**src/rtl/sao_pkg.sv**
```systemverilog
// Shared types, constants and helper functions for the sprite alpha overlay.
// No dependencies; every other file of the block except sao_ram imports this package.

package sao_pkg;

   // Sprite store geometry
   localparam int SPRITE_W_MAX = 64;
   localparam int SPRITE_H_MAX = 64;
   localparam int STORE_DEPTH  = SPRITE_W_MAX * SPRITE_H_MAX;
   localparam int ADDR_W       = (STORE_DEPTH > 1) ? $clog2(STORE_DEPTH) : 1;
   localparam int COL_W        = (SPRITE_W_MAX > 1) ? $clog2(SPRITE_W_MAX) : 1;
   localparam int ROW_W        = (SPRITE_H_MAX > 1) ? $clog2(SPRITE_H_MAX) : 1;

   // Field widths
   localparam int POS_W       = 12;
   localparam int OFFSET_W    = 13;
   localparam int SIZE_W      = 7;
   localparam int FRAME_W     = 14;   // signed pos - offset
   localparam int CHAN_W      = 8;
   localparam int NUM_CHAN    = 4;
   localparam int PIXEL_W     = CHAN_W * NUM_CHAN;
   localparam int SUM_W       = 2 * CHAN_W;
   localparam int CSR_W       = 13;
   localparam int CSR_INDEX_W = 2;
   localparam int ALPHA_CHAN  = 3;

   typedef logic [CHAN_W-1:0]          chan_type;
   typedef chan_type [NUM_CHAN-1:0]    pixel_type;
   typedef logic [SUM_W-1:0]           sum_type;
   typedef sum_type [NUM_CHAN-1:0]     sum_vec_type;

   localparam chan_type         ALPHA_MAX    = 8'd255;
   localparam logic [SIZE_W-1:0] SIZE_RESET  = 7'd64;

   typedef enum logic {
      KIND_LOAD  = 1'b0,
      KIND_BLEND = 1'b1
   } kind_type;

   typedef enum logic [CSR_INDEX_W-1:0] {
      CSR_OFFSET_X      = 2'd0,
      CSR_OFFSET_Y      = 2'd1,
      CSR_SPRITE_WIDTH  = 2'd2,
      CSR_SPRITE_HEIGHT = 2'd3
   } csr_index_type;

   // Control that travels with a blend request down the pipe
   typedef struct packed {
      logic valid;
      logic covered;
   } stage_ctl_type;

   // floor(x / 255) for x <= 255*255
   function automatic chan_type div255(input sum_type x);
      logic [SUM_W:0] t;
      t = {1'b0, x} + {{(CHAN_W+1){1'b0}}, x[SUM_W-1:CHAN_W]} + {{SUM_W{1'b0}}, 1'b1};
      return t[SUM_W-1:CHAN_W];
   endfunction

endpackage

```
**src/rtl/sao_blend.sv**
```systemverilog
// Back of the pipe: per-channel products, then divide by 255 and select.
// Depends on sao_pkg.

module sao_blend import sao_pkg::*; (
   input  logic          clock,
   input  logic          reset,
   input  logic          adv,
   input  stage_ctl_type ctl_in,
   input  pixel_type     dst_pix,
   input  pixel_type     spr_pix,
   output stage_ctl_type ctl_out,
   output pixel_type     res_pix
);

   // stage 3
   logic          s3_valid_ff;
   logic          s3_covered_ff;
   logic          s3_mix_ff;
   pixel_type     s3_dst_ff;
   sum_vec_type   s3_sum_ff;
   sum_vec_type   sum_in;
   chan_type      alpha;
   chan_type      alpha_inv;

   // stage 4
   logic          s4_valid_ff;
   logic          s4_covered_ff;
   pixel_type     s4_pix_ff;
   pixel_type     pix_in;

   assign alpha     = spr_pix[ALPHA_CHAN];
   assign alpha_inv = ALPHA_MAX - alpha;

   always_comb begin
      for (int i = 0; i < NUM_CHAN; i++) begin
         sum_in[i] = SUM_W'(dst_pix[i]) * SUM_W'(alpha_inv)
                     + SUM_W'(spr_pix[i]) * SUM_W'(alpha);
      end
   end

   always_ff @(posedge clock) begin
      if (reset) begin
         s3_valid_ff <= 1'b0;
      end else if (adv) begin
         s3_valid_ff <= ctl_in.valid;
      end
      if (adv) begin
         s3_covered_ff <= ctl_in.covered;
         s3_mix_ff     <= ctl_in.covered && (alpha != '0);
         s3_dst_ff     <= dst_pix;
         s3_sum_ff     <= sum_in;
      end
   end

   // zero alpha or outside the window: destination passes unchanged
   always_comb begin
      for (int i = 0; i < NUM_CHAN; i++) begin
         pix_in[i] = s3_mix_ff ? div255(s3_sum_ff[i]) : s3_dst_ff[i];
      end
   end

   always_ff @(posedge clock) begin
      if (reset) begin
         s4_valid_ff <= 1'b0;
      end else if (adv) begin
         s4_valid_ff <= s3_valid_ff;
      end
      if (adv) begin
         s4_covered_ff <= s3_covered_ff;
         s4_pix_ff     <= pix_in;
      end
   end

   assign ctl_out.valid   = s4_valid_ff;
   assign ctl_out.covered = s4_covered_ff;
   assign res_pix         = s4_pix_ff;

endmodule

```
**config.mk**
```make
export PLATFORM = sky130hd
export DESIGN_NAME = sao_blend
export DESIGN_NICKNAME = d
export VERILOG_FILES = /design/src/rtl/sao_pkg.sv /design/src/rtl/sao_blend.sv
export SDC_FILE = /design/constraint.sdc
export NUM_CORES = 1
export LEC_CHECK = 0
export BUFFER_PORTS_ARGS = -buffer_cell sky130_fd_sc_hd__buf_2
export CAP_MARGIN = 20
export CORE_MARGIN = 1.5
export CORE_UTILIZATION = 45
export CTS_CLUSTER_DIAMETER = 40
export DETAILED_ROUTE_END_ITERATION = 8
export PLACE_DENSITY = 0.62
export SLEW_MARGIN = 20
export SYNTH_ARGS = -nofsm -noshare
export SYNTH_HDL_FRONTEND = slang
export SYNTH_SLANG_ARGS = --single-unit
export TNS_END_PERCENT = 1
```
**constraint.sdc**
```tcl
create_clock -name clock -period 8.6 [get_ports clock]
set_clock_uncertainty 0.05 [all_clocks]
set_input_delay 1.72 -clock clock [delete_from_list [all_inputs] [get_ports clock]]
set_output_delay 1.72 -clock clock [all_outputs]
set_load 0.01 [all_outputs]
```
==> results.sh <==
export IMPL_post_cts_buffers=0
export IMPL_vias=15300
export IMPL_r2r_slack_ps=5930
export IMPL_dieWidth_um=227
export IMPL_slowest_stage="buf_2"
export IMPL_grt_pass1_wl_um=82900
export IMPL_multi_input_area_um2=16300
export IMPL_cts_max_level=4
export IMPL_grtUsageTotal_pct=20.8
export IMPL_grt_setup_unrepaired="false"
export IMPL_synth_xor_xnor_area_share_pct=2.96
export IMPL_period_needed_ps=7280
export IMPL_worstSkewPairLatency_ps=450
export IMPL_worst_pin_slew_ps=1020
export IMPL_powerDensity_nw_per_um2=409
export IMPL_crit_top_cell="fa_1"
export IMPL_ys_seq_area_share_pct=17.7
export IMPL_cts_buffer_depth=2
export IMPL_path_clk_slew_ps=60
export IMPL_root_buffer="clkbuf_16"
export IMPL_cp_start_kind="input pin"
export IMPL_port_buffers=102
export IMPL_gp_congestion=0.853
export IMPL_leakage_nw=11.8
export IMPL_wirelength_um=49100
export IMPL_cts_resized_gates=0
export IMPL_diodes=0
export IMPL_final_seq_area_um2=3970
export IMPL_ff2ff_path_depth=8
export IMPL_max_freq_mhz=137
export IMPL_synth_top_family_by_area="adder cells"
export IMPL_cts_num_sinks=133
export IMPL_slowest_delay_ps=760
export IMPL_ctsHoldBuffers=0
export IMPL_synth_compound_gate_area_share_pct=6.07
export IMPL_ir_worst_vdd_mv=0.380
export IMPL_dieArea_um2=51400
export IMPL_ys_ff_latch=133
export IMPL_power_mw=9.99
export IMPL_async_reset_ff_share_pct=0
export IMPL_crit_type="in2reg"
export IMPL_layout_nets=3061
export IMPL_detail_route_antenna_nets=0
export IMPL_grt_pass1_vias=16700
export IMPL_rows=81
export IMPL_finalSetupViolations=0
export IMPL_synth_warning_count=0
export IMPL_synthSimpleGateAreaFrac_pct=15.2
export IMPL_crit_chain="buf_2 > buf_4 > nand2b_1 > fa_1 > fa_1 > fa_1 > inv_1 > fa_1 > fa_1 > fa_1 > ha_1 > inv_1 > o21bai_1 > a2111o_1 > and3_1 > a311o_1"
export IMPL_worst_hold_startpoint="s3_covered_ff"
export IMPL_hp_class="reg2reg"
export IMPL_core_area_um2=49200
export IMPL_drt_vias_per_instance=5.07
export IMPL_overflow=0
export IMPL_status="complete, no violations"
export IMPL_avgSynthCellArea_um2=9.88
export IMPL_path_depth=16
export IMPL_muxShareOfSynthArea_pct=0.384
export IMPL_holdPathEnd="s4_covered_ff"
export IMPL_critical_path_arrival_ps=7430
export IMPL_maxSlewViolCount=0
export IMPL_synthToLayoutAreaGrowth_pct=8.54
export IMPL_grt_max_degree=70
export IMPL_fill_cells=4543
export IMPL_setup_tns_ps=0
export IMPL_drt_iter0_markers=633
export IMPL_synthAdderAreaFrac_pct=48.0
export IMPL_critical_path_top_delay_family="adder cells"
export IMPL_cts_tree="yes"
export IMPL_drt_first_pass_iters=5
export IMPL_hold_viol=0
export IMPL_die_h_um=227
export IMPL_postSynthCellCount=2277
export IMPL_synth_area_um2=22500
export IMPL_maxCapViolations=0
export IMPL_cts_buffers_inserted=17
export IMPL_worstPathMaxFanout=51
export IMPL_initial_core_util_pct=45.8
export IMPL_timing_rr_start="s3_sum_ff[60]"
export IMPL_avgRoutedWirePerCell_um=16.2
export IMPL_slew_headroom_pct=31.8
export IMPL_end_kind="flip-flop"
export IMPL_synth_edf_count=131
export IMPL_critical_path_required_ps=8750
export IMPL_r2r_end="res_pix[25]"
export IMPL_drc_errors=0
export IMPL_drive_above_1_share_pct=7.44
export IMPL_critPathBufInv=4
export IMPL_yosysUniqueCellTypes=59
export IMPL_ioPinCount=103
export IMPL_hold_depth=0
export IMPL_dp_hpwl_um=38400
export IMPL_antenna_found_initial=1
export IMPL_synth_ff_type="edfxtp_1"
export IMPL_fin_crit_sh_pct=84.6
-- cell usage in the layout (no fill, tap or decap), types with 52 or more instances in the layout --
master / synthesis / routed
inv_1: 511 / 511
fa_1: 371 / 371
ha_1: 269 / 269
and2_1: 154 / 154
nand2_1: 149 / 149
nor2b_1: 140 / 140
edfxtp_1: 131 / 131
buf_2: 0 / 102
nand2b_1: 64 / 64
nor2_1: 64 / 64
a21oi_1: 56 / 56
xnor2_1: 52 / 52
-- synthesized netlist by cell type, types with 3 or more instances --
cell type / number / area [um2]
inv_1: 511 / 1920
fa_1: 371 / 7430
ha_1: 269 / 3370
and2_1: 154 / 963
nand2_1: 149 / 559
nor2b_1: 140 / 876
edfxtp_1: 131 / 3930
nand2b_1: 64 / 400
nor2_1: 64 / 240
clkbuf_1: 61 / 229
a21oi_1: 56 / 280
xnor2_1: 52 / 455
o21ai_1: 24 / 120
xor2_1: 24 / 210
o21ai_0: 17 / 85.1
a31oi_1: 16 / 100
a21o_1: 14 / 105
o21a_1: 14 / 105
nand3_1: 12 / 60.1
or3_1: 11 / 68.8
o211ai_1: 9 / 67.6
a211oi_1: 8 / 60.1
and3_1: 8 / 50.1
nor3_1: 8 / 40.0
o21bai_1: 8 / 60.1
nand4_1: 6 / 37.5
a211o_1: 5 / 43.8
buf_1: 5 / 18.8
mux2_2: 5 / 56.3
o31ai_1: 5 / 37.5
o41ai_1: 5 / 43.8
or4_1: 4 / 30.0
a21oi_2: 3 / 26.3
buf_4: 3 / 22.5
mux2i_1: 3 / 30.0
nand3b_1: 3 / 22.5
nor4_1: 3 / 18.8
or2_2: 3 / 18.8
-- cells by family (layout without fill, tap and decap cells) --
kind of cell,Yosys count,count (layout)
compound gates,204,204
other cells,2,5
buf+inv,582,667
xor+xnor,76,76
fa+ha+maj,640,640
simple gates,632,632
mux,8,8
flops,133,133
-- layer usage --
metal	wire (um)	global-route usage, %	vias to the layer above
met3	1910	2.68	39
met4	716	5.12	2
met2	25000	36.9	288
met5	13	0	-
li1	-	-	7198
met1	21500	26.8	7821
-- stage by stage --
stage / util, % / hold WS, ps / area [um2] / std cells / worst slack (ps)
2_1_floorplan: - / 350 / 22500 / 2280 / 1510
3_3_place_gp: 48.3 / 352 / 23700 / 2996 / 992
3_5_place_dp: 48.3 / 362 / 23700 / 2996 / 886
4_1_cts: 49.7 / 381 / 24400 / 3028 / 1370
5_1_grt: 49.7 / 381 / 24400 / 3029 / 1090
6_report: 49.7 / 377 / 24400 / 3029 / 1320
-- registers in the layout (all words and copies together), names as in the netlist --
signal and flops:
res_pix 32, s3_mix_ff 1, s3_dst_ff 32, s3_valid_ff 1
s4_valid_ff 1, s3_sum_ff 64, s3_covered_ff 1, s4_covered_ff 1
-- cell type report --
cell class	instances	area share, %
clock buffer	19	1.81
clock inverter	13	0.943
inverter	513	7.88
multi-input combinational	1565	66.9
sequential	133	16.3
tap	664	3.40
timing repair buffer	122	2.77
-- power breakdown --
group / internal (mW) / switching [mW]
Sequential: 1.33 / 0.139
Clock: 0.549 / 0.282
Combinational: 3.40 / 4.28
Total: 5.29 / 4.70
-- worst max-delay path by stage --
| stage | endpoint | start |
|---|---|---|
| 5_1_grt | s3_sum_ff[29] | spr_pix[25] |
| 2_1_floorplan | s3_sum_ff[13] | spr_pix[29] |
| 4_1_cts | s3_sum_ff[28] | spr_pix[25] |
| 3_5_place_dp | s3_sum_ff[29] | spr_pix[25] |
| 6_report | s3_sum_ff[28] | spr_pix[25] |
| 3_3_place_gp | s3_sum_ff[28] | spr_pix[25] |
-- worst register-to-register path, cell delays in order (launching register included) --
cell	delay [ps]
edfxtp_1	440
ha_1	320
a211oi_1	270
nor2_1	60
a211o_1	300
a31oi_1	400
buf_2	290
xnor2_1	160
a21oi_1	90
(Power assumes the default switching activity.)
