$ cat src/rtl/sao_pkg.sv
// Shared types, constants and helper functions for the sprite alpha overlay.
// No dependencies; every other file of the block except sao_ram imports this package.

package sao_pkg;

   // Sprite store geometry
   localparam int SPRITE_W_MAX = 64;
   localparam int SPRITE_H_MAX = 64;
   localparam int STORE_DEPTH  = SPRITE_W_MAX * SPRITE_H_MAX;
   localparam int ADDR_W       = (STORE_DEPTH > 1) ? $clog2(STORE_DEPTH) : 1;
   localparam int COL_W        = (SPRITE_W_MAX > 1) ? $clog2(SPRITE_W_MAX) : 1;
   localparam int ROW_W        = (SPRITE_H_MAX > 1) ? $clog2(SPRITE_H_MAX) : 1;

   // Field widths
   localparam int POS_W       = 12;
   localparam int OFFSET_W    = 13;
   localparam int SIZE_W      = 7;
   localparam int FRAME_W     = 14;   // signed pos - offset
   localparam int CHAN_W      = 8;
   localparam int NUM_CHAN    = 4;
   localparam int PIXEL_W     = CHAN_W * NUM_CHAN;
   localparam int SUM_W       = 2 * CHAN_W;
   localparam int CSR_W       = 13;
   localparam int CSR_INDEX_W = 2;
   localparam int ALPHA_CHAN  = 3;

   typedef logic [CHAN_W-1:0]          chan_type;
   typedef chan_type [NUM_CHAN-1:0]    pixel_type;
   typedef logic [SUM_W-1:0]           sum_type;
   typedef sum_type [NUM_CHAN-1:0]     sum_vec_type;

   localparam chan_type         ALPHA_MAX    = 8'd255;
   localparam logic [SIZE_W-1:0] SIZE_RESET  = 7'd64;

   typedef enum logic {
      KIND_LOAD  = 1'b0,
      KIND_BLEND = 1'b1
   } kind_type;

   typedef enum logic [CSR_INDEX_W-1:0] {
      CSR_OFFSET_X      = 2'd0,
      CSR_OFFSET_Y      = 2'd1,
      CSR_SPRITE_WIDTH  = 2'd2,
      CSR_SPRITE_HEIGHT = 2'd3
   } csr_index_type;

   // Control that travels with a blend request down the pipe
   typedef struct packed {
      logic valid;
      logic covered;
   } stage_ctl_type;

   // floor(x / 255) for x <= 255*255
   function automatic chan_type div255(input sum_type x);
      logic [SUM_W:0] t;
      t = {1'b0, x} + {{(CHAN_W+1){1'b0}}, x[SUM_W-1:CHAN_W]} + {{SUM_W{1'b0}}, 1'b1};
      return t[SUM_W-1:CHAN_W];
   endfunction

endpackage

$ cat src/rtl/sao_if.sv


interface sao_rsp_if import sao_pkg::*; ();
   logic     valid;
   logic     ready;
   chan_type out_0;
   chan_type out_1;
   chan_type out_2;
   chan_type out_3;
   logic     covered;

   modport source (output valid, out_0, out_1, out_2, out_3, covered, input ready);
   modport sink   (input valid, out_0, out_1, out_2, out_3, covered, output ready);
endinterface

$ cat src/rtl/sao_outbuf.sv
// Response output register with one skid entry; full stalls the pipe.
// Depends on sao_pkg and sao_rsp_if.

module sao_outbuf import sao_pkg::*; (
   input  logic             clock,
   input  logic             reset,
   input  logic             in_valid,
   input  logic             in_covered,
   input  pixel_type        in_pix,
   output logic             full,
   sao_rsp_if.source        rsp_bus
);

   logic      out_valid_ff;
   logic      out_valid_in;
   logic      out_cov_ff;
   logic      out_cov_in;
   pixel_type out_pix_ff;
   pixel_type out_pix_in;
   logic      skid_valid_ff;
   logic      skid_valid_in;
   logic      skid_cov_ff;
   logic      skid_cov_in;
   pixel_type skid_pix_ff;
   pixel_type skid_pix_in;
   logic      take;

   assign take = out_valid_ff && rsp_bus.ready;

   always_comb begin
      out_valid_in  = out_valid_ff;
      out_cov_in    = out_cov_ff;
      out_pix_in    = out_pix_ff;
      skid_valid_in = skid_valid_ff;
      skid_cov_in   = skid_cov_ff;
      skid_pix_in   = skid_pix_ff;
      if (skid_valid_ff) begin
         // pipe is frozen while skid holds a response
         if (take) begin
            out_cov_in    = skid_cov_ff;
            out_pix_in    = skid_pix_ff;
            skid_valid_in = 1'b0;
         end
      end else if (in_valid) begin
         if (!out_valid_ff || take) begin
            out_valid_in = 1'b1;
            out_cov_in   = in_covered;
            out_pix_in   = in_pix;
         end else begin
            skid_valid_in = 1'b1;
            skid_cov_in   = in_covered;
            skid_pix_in   = in_pix;
         end
      end else if (take) begin
         out_valid_in = 1'b0;
      end
   end

   always_ff @(posedge clock) begin
      if (reset) begin
         out_valid_ff  <= 1'b0;
         skid_valid_ff <= 1'b0;
      end else begin
         out_valid_ff  <= out_valid_in;
         skid_valid_ff <= skid_valid_in;
      end
      out_cov_ff  <= out_cov_in;
      out_pix_ff  <= out_pix_in;
      skid_cov_ff <= skid_cov_in;
      skid_pix_ff <= skid_pix_in;
   end

   assign full            = skid_valid_ff;
   assign rsp_bus.valid   = out_valid_ff;
   assign rsp_bus.out_0   = out_pix_ff[0];
   assign rsp_bus.out_1   = out_pix_ff[1];
   assign rsp_bus.out_2   = out_pix_ff[2];
   assign rsp_bus.out_3   = out_pix_ff[3];
   assign rsp_bus.covered = out_cov_ff;

endmodule

$ cat src/flat_wrapper.sv
// flat-port wrapper written by rule: the top's interface ports become plain ports
module sao_outbuf_flat import sao_pkg::*;
  (clock, reset, in_valid, in_covered, in_pix, full, rsp_bus_valid, rsp_bus_out_0, rsp_bus_out_1, rsp_bus_out_2, rsp_bus_out_3, rsp_bus_covered, rsp_bus_ready);
  sao_rsp_if rsp_bus_i ();
  input  logic clock;
  input  logic reset;
  input  logic in_valid;
  input  logic in_covered;
  input  pixel_type in_pix;
  output logic full;
  output wire logic [$bits(rsp_bus_i.valid)-1:0] rsp_bus_valid;
  output wire logic [$bits(rsp_bus_i.out_0)-1:0] rsp_bus_out_0;
  output wire logic [$bits(rsp_bus_i.out_1)-1:0] rsp_bus_out_1;
  output wire logic [$bits(rsp_bus_i.out_2)-1:0] rsp_bus_out_2;
  output wire logic [$bits(rsp_bus_i.out_3)-1:0] rsp_bus_out_3;
  output wire logic [$bits(rsp_bus_i.covered)-1:0] rsp_bus_covered;
  input wire logic [$bits(rsp_bus_i.ready)-1:0] rsp_bus_ready;
  assign rsp_bus_valid = rsp_bus_i.valid;
  assign rsp_bus_out_0 = rsp_bus_i.out_0;
  assign rsp_bus_out_1 = rsp_bus_i.out_1;
  assign rsp_bus_out_2 = rsp_bus_i.out_2;
  assign rsp_bus_out_3 = rsp_bus_i.out_3;
  assign rsp_bus_covered = rsp_bus_i.covered;
  assign rsp_bus_i.ready = rsp_bus_ready;
  sao_outbuf u_core (.clock(clock), .reset(reset), .in_valid(in_valid), .in_covered(in_covered), .in_pix(in_pix), .full(full), .rsp_bus(rsp_bus_i));
endmodule
$ cat config.mk
export PLATFORM = sky130hd
export DESIGN_NAME = sao_outbuf_flat
export DESIGN_NICKNAME = d
export VERILOG_FILES = /design/src/rtl/sao_pkg.sv /design/src/rtl/sao_if.sv /design/src/rtl/sao_outbuf.sv /design/src/flat_wrapper.sv
export SDC_FILE = /design/constraint.sdc
export NUM_CORES = 1
export LEC_CHECK = 0
export ABC_AREA = 1
export ABC_CLOCK_PERIOD_IN_PS = 5400
export BUFFER_PORTS_ARGS = -buffer_cell sky130_fd_sc_hd__buf_2
export CAP_MARGIN = 15
export CORE_MARGIN = 2
export CORE_UTILIZATION = 44
export DETAILED_ROUTE_END_ITERATION = 10
export HOLD_SLACK_MARGIN = 0.08
export PLACE_DENSITY = 0.66
export SLEW_MARGIN = 20
export SYNTH_ARGS = -nofsm -noshare
export SYNTH_HDL_FRONTEND = slang
export SYNTH_SLANG_ARGS = --single-unit
$ cat constraint.sdc
create_clock -name clock -period 5.4 [get_ports clock]
set_input_delay 0.54 -clock clock [delete_from_list [all_inputs] [get_ports clock]]
set_output_delay 0.54 -clock clock [all_outputs]
set_load 0.005 [all_outputs]
==> impl_results.md, run 1 <==
- Status: completed
- Final nets: 307
- Netlist cell types: 12
- Max stage delay on crit path: 820 ps
- Initial antenna violation count: 0
- Detailed router's first-iteration violation count: 133
- Worst setup endpoint: u_core.rsp_bus.out_1[3]$_DFFE_PP_
- Worst path buffer plus inverter count: 2
- Seq/Total Area, Yosys: 77.17%
- Post-CTS Hold Fix Bufs: 0
- YS warnings: 0
- CTS Root Cell: clkbuf_8
- Worst Hold Class: primary input to flop
- Average cell area after synthesis: 13.51 µm²
- Startpoint types: flop
- Die height: between 80 and 90 µm
- Pre-antenna DRT Iters: 4
- Critical path depth: 4
- Syn Nets: between 200 and 250
- Crit. End Element: flop
- Worst reg-to-reg path cell count: 4
- Layout cells sized above 1: ~40%
- Global-route wire length before repair: roughly 6.8 mm
- Post-Synthesis Cells: between 150 and 200
- Crit-path max FO: 38
- Most frequent cells in the layout: nand2_1, buf_2, edfxtp_1
- Clock buffer depth: 2
- Final hold vios: 0
- Vias in the first global route: 1457
- Reg-to-reg startpoint: u_core.full$_SDFF_PP0_
- Peak Freq: 419.0 MHz
- Leading cell type in the layout, fill and taps excluded: nand2_1
- # Max-Cap Violations: 0
- Residual DRC: 0
- Crit-path slowest cell: dfxtp_2
- Fin util: 54.28%
- RSZ-0062 raised after global routing: no
- Worst path cell trace: inv_8, nand2_2, inv_1, nor2_4
- Initial core utilization: between 40% and 50%
- WP data required: 5350 ps
- Reg2reg setup slack: 3010 ps
- Die area: 0.006588 mm²
- Worst Setup SP: u_core.full$_SDFF_PP0_
- Largest net degree at the start of global routing: 39
- VDD IR max: roughly 0.00018 V
- PostCTS Resize Cnt: 0
- Max-slew headroom: a little over a third
- Die Wd: 81.17 µm
- WL per Instance: 12.45 µm
- Row count: 28
- Cts bufs inserted: 9
- Period utilisation layout: 44.20%
- Lkg Pwr: 1.357 nW
- Vias: 1551
- DPL Wire Length: approximately 2.9 mm
- CTS tree: yes
- P per Cell Area: 345.7 mW/mm²
- Core area: just under 0.006 mm²
- Avg Vias per Cell: 4.444
- Skew-Pair Late Insertion Delay: around 320 ps
- Critical path data arrival time: between 2000 and 2500 ps
- Setup Buffers After CTS: 0
- Post-DRT Antenna Nets: 0
- Layout area overhead: 21.20%
- Cell family with most CP delay: simple AND/OR/NAND/NOR gates
- Skew final: 4.647 ps
- Actual slew at the worst max-slew pin: 965.1 ps
- Final setup viols: 0
- H-Tree Depth: 3
- Congestion Overflow GR: 0
- Mapped Area: about 0.0026 mm²
- Antenna fix cells: 0
- Setup Crit Path Kind: flop to flop
- Port-buffer cells: 71
- Drt total wl: 4.344 mm
- I/O Pins: 72
- GRT Util Overall: 14.27%
- Gpl congestion: around 0.79
- Sink count of the clock tree: 68
- Fin Setup TNS: 0 ps
- Final Max Slew Viols: 0
- Yosys reg bits: 68
- Fin crit period: approximately 2400 ps
- Worst-path clk slew: 70 ps
- Reg2reg end: u_core.rsp_bus.out_1[3]$_DFFE_PP_
==> metal layers <==
metal	GRT usage (%)	share of wire [%]	vias up
li1	-	-	792
met1	18.09	43	712
met5	0	0	-
met2	22.31	50	41
met4	8.136	1.6	0
met3	3.667	5.2	6
==> cells in the mapped netlist, drive strengths merged <==
cell | number | area share [%]
nand2 | 106 | 17
edfxtp | 66 | 76
buf | 7 | 3.4
inv | 6 | 1.1
nor2 | 5 | 0.72
dfxtp | 2 | 1.5
nor3 | 1 | 0.19
o21ai | 1 | 0.19
==> how the worst min path moves through the flow <==
stage | start | endpoint | slack, ps | depth (start not counted)
floorplan | u_core.skid_pix_ff[24]$_DFFE_PP_ | u_core.rsp_bus.out_3[0]$_DFFE_PP_ | 490 | 2
global placement | u_core.skid_pix_ff[24]$_DFFE_PP_ | u_core.rsp_bus.out_3[0]$_DFFE_PP_ | 490 | 2
detailed placement | u_core.skid_pix_ff[13]$_DFFE_PP_ | u_core.rsp_bus.out_1[5]$_DFFE_PP_ | 500 | 2
CTS | in_pix[17] | u_core.skid_pix_ff[17]$_DFFE_PP_ | 390 | 1
global route | in_pix[24] | u_core.skid_pix_ff[24]$_DFFE_PP_ | 390 | 1
finish | in_pix[17] | u_core.skid_pix_ff[17]$_DFFE_PP_ | 400 | 1
==> through the flow <==
step                setup slack (ps)  power, mW  area (µm²)  instances  hold slack [ps]
detailed placement              2994     0.7328        3002        334            504.1
finish                          3013      1.098        3176        349            404.5
CTS                             2986      1.109        3176        349            386.8
global placement                3034     0.7311        3002        334            494.0
floorplan                       2032     0.6878        2620        194            490.5
global route                    2808      1.152        3176        349            390.2
==> power breakdown <==
group | internal (mW) | total [mW] | switching [mW]
clock network | 0.209 | 0.378 | 0.169
logic | 0.0374 | 0.0893 | 0.0519
registers | 0.619 | 0.630 | 0.0114
==> kinds of logic after synthesis <==
family | count (synthesis) | share of synthesized area [%]
AOI/OAI and AO/OA | 1 | 0.1908
DFF | 68 | 77.17
buffers and inverters | 13 | 4.537
and+or+nand+nor | 112 | 18.10
==> final cells by class <==
cell class / instances / area [µm²]
well taps: 75 / 93.84
multi-input cells: 113 / 491.7
clock inverters: 3 / 38.79
clock buffers: 12 / 135.1
inverters: 6 / 30.03
fillers: 488 / 2675
repair buffers: 72 / 362.8
flip-flops and latches: 68 / 2023
==> flip-flops by register name, indices dropped and copies added (netlist names) <==
register,cells
u_core.rsp_bus.covered,1
u_core.skid_pix_ff,32
u_core.rsp_bus.out_3,8
u_core.full,1
u_core.rsp_bus.out_0,8
u_core.rsp_bus.out_1,8
u_core.skid_cov_ff,1
u_core.rsp_bus.valid,1
u_core.rsp_bus.out_2,8
Note: power is estimated with default switching activity, not from simulation.
==> run 2: changes to the inputs <==
--- a/config.mk
+++ b/config.mk
@@ -6,14 +6,14 @@
 export NUM_CORES = 1
 export LEC_CHECK = 0
 export ABC_AREA = 1
-export ABC_CLOCK_PERIOD_IN_PS = 5400
+export ABC_CLOCK_PERIOD_IN_PS = 2100
 export BUFFER_PORTS_ARGS = -buffer_cell sky130_fd_sc_hd__buf_2
 export CAP_MARGIN = 15
 export CORE_MARGIN = 2
 export CORE_UTILIZATION = 44
 export DETAILED_ROUTE_END_ITERATION = 10
 export HOLD_SLACK_MARGIN = 0.08
-export PLACE_DENSITY = 0.66
+export PLACE_DENSITY = 0.69
 export SLEW_MARGIN = 20
 export SYNTH_ARGS = -nofsm -noshare
 export SYNTH_HDL_FRONTEND = slang
==> constraint.sdc (replaced) <==
create_clock -name clock -period 2.1 [get_ports clock]
set_input_delay 0.21 -clock clock [delete_from_list [all_inputs] [get_ports clock]]
set_output_delay 0.21 -clock clock [all_outputs]
set_load 0.005 [all_outputs]
==> run 2 against run 1 <==
  * Worst setup slack got worse by 2500 ps
  * Sequential power grew to 2.6 times the previous value
  * Combinational power grew to 3.2 times the previous value
  * Hold slack worse by 310 ps
  * Clock power grew to 2.6 times the previous value
  * Count of clock-buffer cells in the layout is 1 lower
  * Final area is 11% higher
  * Final cell count rose by 9.5%
  * Wire length is 11% higher
  * Sequential share of layout area decreased by 6.1 points
  * Via count up 9.0%
  * Die area unchanged
  * Critical path type is now flop to output pin
  * Largest power group unchanged
==> impl_results.md, run 2 (same netlist as run 1, synthesis figures left out) <==
- GRT Util Overall: 15.88%
- Placed Area: 0.003058 mm²
- Largest register FFs: 32
- RSZ-0062 raised after global routing: no
- Peak Freq: 616.1 MHz
- Global-route wire length before repair: ~7.6 mm
- Worst path buffer plus inverter count: 2
- Setup Crit Path Kind: flop to output pin
- Die height: between 80 and 90 µm
- Startpoint types: flop
- Max-slew headroom: 64.65%
- CTS Root Cell: clkbuf_8
- Cts bufs inserted: 9
- Layout area overhead: 34.00%
- Gpl congestion: 0.7247
- Final Cell Area: ~0.0035 mm²
- Row count: 28
- Max stage delay on crit path: roughly 550 ps
- Worst Hold Class: primary input to flop
- Initial antenna violation count: 0
- P per Cell Area: 820.9 mW/mm²
- Vias: 1691
- Filler cell count: 467
- Worst-path clk slew: around 70 ps
- I/O Pins: 72
- Most frequent cells in the layout: nand2_1, buf_2, edfxtp_1
- WP data required: between 1500 and 2000 ps
- Pre-antenna DRT Iters: 6
- PostCTS Resize Cnt: 0
- Skew-Pair Late Insertion Delay: 330 ps
- Leading cell type in the layout, fill and taps excluded: nand2_1
- Lkg Pwr: 1.498 nW
- Antenna fix cells: 0
- Min Hold Slack: 93.79 ps
- Final setup viols: 0
- Actual slew at the worst max-slew pin: 528.5 ps
- Skew final: between 6 and 7 ps
- Seq. cell area: 0.002023 mm²
- # Max-Cap Violations: 0
- Largest net degree at the start of global routing: 34
- Crit. End Element: output pin
- Initial core utilization: 44.78%
- Crit-path slowest cell: dfxtp_2
- Pre-CTS setup slack: ~610 ps
- Detailed router's first-iteration violation count: around 180
- Avg Vias per Cell: 4.427
- Die Wd: approximately 81 µm
- Status: completed
- Fin crit period: 1623 ps
- Post-DRT Antenna Nets: 0
- Residual DRC: 0
- Crit-path max FO: 26
- Drt total wl: 4.809 mm
- Fin util: 60.01%
- H-Tree Depth: 3
- Die area: 0.006588 mm²
- Final setup margin: 477.0 ps
- Inst Count DP: 339
- Worst path cell trace: buf_4, buf_2
- WL per Instance: 12.59 µm
- Congestion Overflow GR: 0
- Total Power: 2.882 mW
- Fin Setup TNS: 0 ps
- Layout cells sized above 1: 36.48%
- Vias in the first global route: 1638
- Clock buffer depth: 2
- VDD IR max: slightly above 0.0004 V
- Final Max Slew Viols: 0
- Period utilisation layout: roughly 77%
- Final nets: 340
- Largest Register: u_core.skid_pix_ff
- CTS tree: yes
- Non-filler cells, final: ~380
- Multi-input gate area: 498.0 µm²
- DPL Wire Length: 3.085 mm
- Critical path data arrival time: about 1400 ps
- Cell family with most CP delay: flip-flops
- Port-buffer cells: 71
- Sink count of the clock tree: 68
- Core area: approximately 0.006 mm²
- Final hold vios: 0
==> run 2: cell types whose count changed in the layout (fill, tap and decap cells not counted) <==
cell and delta:
dlygate4sd3_1 +28, buf_4 +4, clkinv_1 +2, buf_12 +1, clkbuf_1 -1, clkinv_2 -1, nor3_2 -1, nor3_4 +1
==> run 2: layout make-up <==
class | instances | area share (%)
clock buffer | 11 | 3.742
tap | 75 | 2.673
sequential | 68 | 57.63
multi-input combinational | 113 | 14.18
inverter | 6 | 0.8553
timing repair buffer | 105 | 19.74
clock inverter | 4 | 1.176
==> run 2: routing by layer <==
metal / GRT usage [%] / part of all wire (%) / vias up
met5: 0 / 0 / -
met4: 7.288 / 0.52 / 0
met3: 4.556 / 4.2 / 2
met2: 25.87 / 51 / 52
met1: 19.64 / 44 / 777
li1: - / - / 860
==> run 2: what timing repair did <==
action / CTS / global route
endpoints found under the hold margin: 26 / 2
endpoints found under the setup margin: 0 / 0
hold buffers: 26 / 2
buffers inserted: 0 / 0
==> run 2: final timing paths <==
check                                        start                           endpoint  slack, ps  cells past startpoint
hold reg to reg   u_core.skid_pix_ff[29]$_DFFE_PP_  u_core.rsp_bus.out_3[5]$_DFFE_PP_        510                      2
setup reg to reg            u_core.full$_SDFF_PP0_   u_core.skid_pix_ff[16]$_DFFE_PP_        610                      2
setup / recovery            u_core.full$_SDFF_PP0_                               full        480                      2
hold / removal                          in_pix[28]   u_core.skid_pix_ff[28]$_DFFE_PP_         90                      1
==> run 2: power by group <==
part           total (mW)  leakage, nW  switching (mW)  internal [mW]
clock               0.976       0.0859           0.445          0.531
sequential           1.62        0.638          0.0257           1.59
combinational       0.290        0.774           0.150          0.140
==> run 2: worst register-to-register path: stages, from the launching register on <==
cell     delay, ps
dfxtp_2        430
nor3_4         500
buf_4          270
==> run 3: changes to the inputs <==
--- a/config.mk
+++ b/config.mk
@@ -6,7 +6,7 @@
 export NUM_CORES = 1
 export LEC_CHECK = 0
 export ABC_AREA = 1
-export ABC_CLOCK_PERIOD_IN_PS = 2100
+export ABC_CLOCK_PERIOD_IN_PS = 1400
 export BUFFER_PORTS_ARGS = -buffer_cell sky130_fd_sc_hd__buf_2
 export CAP_MARGIN = 15
 export CORE_MARGIN = 2
==> constraint.sdc (replaced) <==
create_clock -name clock -period 1.4 [get_ports clock]
set_input_delay 0.14 -clock clock [delete_from_list [all_inputs] [get_ports clock]]
set_output_delay 0.14 -clock clock [all_outputs]
set_load 0.005 [all_outputs]
==> run 3 against run 2 <==
  * Clock power grew 120%
  * Final area up 5.7%
  * Die area is the same
  * Sequential share of layout area shrank 3.1 points
  * Non-clock buffer count rose by 8
  * Register-to-register slack got worse by 450 ps
  * Sequential power rose by 49%
  * Final cell count is 2.4% higher
  * Combinational power grew 66%
  * Count of clock-buffer cells in the layout fell by 2
  * Critical endpoint unchanged
  * Highest routed layer unchanged
==> impl_results.md, run 3 (same netlist as run 1, synthesis figures left out) <==
- Status: completed
- Min Hold Slack: 116.6 ps
- VDD IR max: around 0.00065 V
- Skew final: 7.866 ps
- Multi-input gate area: 500.5 µm²
- Final Max Slew Viols: 0
- Largest register FFs: 32
- Port-buffer cells: just over 70
- Max-slew headroom: 69.63%
- Seq. cell area: 0.002024 mm²
- Filler cell count: 463
- P per Cell Area: 1357 mW/mm²
- GRT Util Overall: 16.66%
- Crit-path max FO: 16
- Max stage delay on crit path: 450 ps
- Fin crit period: 1323 ps
- # Max-Cap Violations: 0
- Final nets: 348
- Detailed router's first-iteration violation count: 105
- Final hold vios: 0
- Reg2reg end: u_core.rsp_bus.out_1[4]$_DFFE_PP_
- Critical path depth: 2
- Pre-antenna DRT Iters: 4
- Crit. End Element: output pin
- Actual slew at the worst max-slew pin: 455.5 ps
- Reg2reg setup slack: 160 ps
- Worst path cell trace: buf_4, buf_2
- Layout cells sized above 1: 38.92%
- PostCTS Resize Cnt: 0
- Lkg Pwr: 1.588 nW
- Layout area overhead: 41.64%
- Residual DRC: 0
- DPL Wire Length: 3.204 mm
- WP data required: ~1300 ps
- Largest net degree at the start of global routing: 34
- Cell family with most CP delay: flip-flops
- I/O Pins: 72
- Critical path data arrival time: 1180 ps
- Final setup viols: 0
- Worst reg-to-reg path cell count: 5
- Crit-path slowest cell: dfxtp_2
- Worst Hold Class: primary input to flop
- Gpl congestion: just under 0.7
- Avg Vias per Cell: approximately 4.5
- Drt total wl: 5.086 mm
- CTS Root Cell: clkbuf_8
- Leading cell type in the layout, fill and taps excluded: nand2_1
- Cts bufs inserted: 9
- WL per Instance: ~13 µm
- Setup Crit Path Kind: flop to output pin
- Post-DRT Antenna Nets: 0
- Reg-to-reg startpoint: u_core.rsp_bus.valid$_SDFFE_PP0P_
- Die Wd: 81.17 µm
- Clock buffer depth: 2
- Initial antenna violation count: 0
- Initial core utilization: 44.78%
- Peak Freq: 755.8 MHz
- Worst-path clk slew: 70 ps
- Largest Register: u_core.skid_pix_ff
- Die height: ~81 µm
- Worst setup endpoint: full
- CTS tree: yes
- Congestion Overflow GR: 0
- H-Tree Depth: 3
- Fin util: 63.43%
- Worst path buffer plus inverter count: 2
- Period utilisation layout: 94.51%
- Sink count of the clock tree: just under 70
- Worst Setup SP: u_core.full$_SDFF_PP0_
- Core area: approximately 0.006 mm²
- Vias: 1760
- Row count: 28
- Die area: ~0.0066 mm²
- Most frequent cells in the layout: nand2_1, buf_2, edfxtp_1
- Antenna fix cells: 0
- Skew-Pair Late Insertion Delay: 330 ps
- Vias in the first global route: 1755
- Global-route wire length before repair: 8.024 mm
- Startpoint types: flop
- RSZ-0062 raised after global routing: no
## run 3: changes by cell type in the layout (fill, tap and decap cells not counted), sizes merged
cell / delta
dlygate4sd3: +6
bufinv: +3
clkinv: -3
buf: +2
clkbuf: -2
inv: +2
clkinvlp: +1
## run 3: area by class of cell
cell class	instances	area share (%)
Timing Repair Buffer	113	21.38
Sequential cell	68	54.55
Clock inverter	7	3.911
Clock buffer	9	3.338
Tap cell	75	2.529
Multi-Input combinational cell	113	13.49
Inverter	6	0.8092
## run 3: layer usage
layer	track usage, %	part of all wire (%)	up-vias	wire, µm
met3	4.222	4.8	11	244
met5	0	0	-	0
met2	28.43	52	52	2662
met1	19.23	41	816	2080
li1	-	-	881	-
met4	8.983	1.9	0	99
## run 3: timing repair
item	CTS	global route
setup buffers	0	0
hold endpoints to repair	47	0
hold buffers	34	0
setup endpoints to repair	0	0
## run 3: stage by stage
stage                     setup TNS, ps  setup WS, ps  power, mW  cells  cell area (µm²)
final                                 0         76.82      5.034    391             3711
after global routing                  0         10.08      5.228    391             3711
after CTS                             0         48.63      5.080    391             3711
after detailed placement              0         156.8      2.875    341             3102
after global placement                0         194.3      2.859    341             3102
after floorplan                  -14040        -285.0      2.658    194             2644
## run 3: worst min path at each step
stage	from	slack (ps)	cells after the start	end
finish	rsp_bus_ready	120	4	u_core.full$_SDFF_PP0_
global route	rsp_bus_ready	110	4	u_core.full$_SDFF_PP0_
CTS	rsp_bus_ready	90	4	u_core.full$_SDFF_PP0_
detailed placement	in_pix[24]	340	1	u_core.skid_pix_ff[24]$_DFFE_PP_
global placement	in_pix[19]	340	1	u_core.skid_pix_ff[19]$_DFFE_PP_
floorplan	in_covered	240	0	u_core.skid_cov_ff$_DFFE_PP_
## run 3: power by group
part	internal, mW	switching, mW
Combinational	0.240	0.241
Sequential	2.38	0.0347
Clock	1.38	0.759
Total	4.00	1.03
## run 3: worst register-to-register path, delay by kind of cell (launching register included)
family | cells | cell delay, ps
buf+inv | 2 | 240
simple gates | 3 | 350
flops | 1 | 360
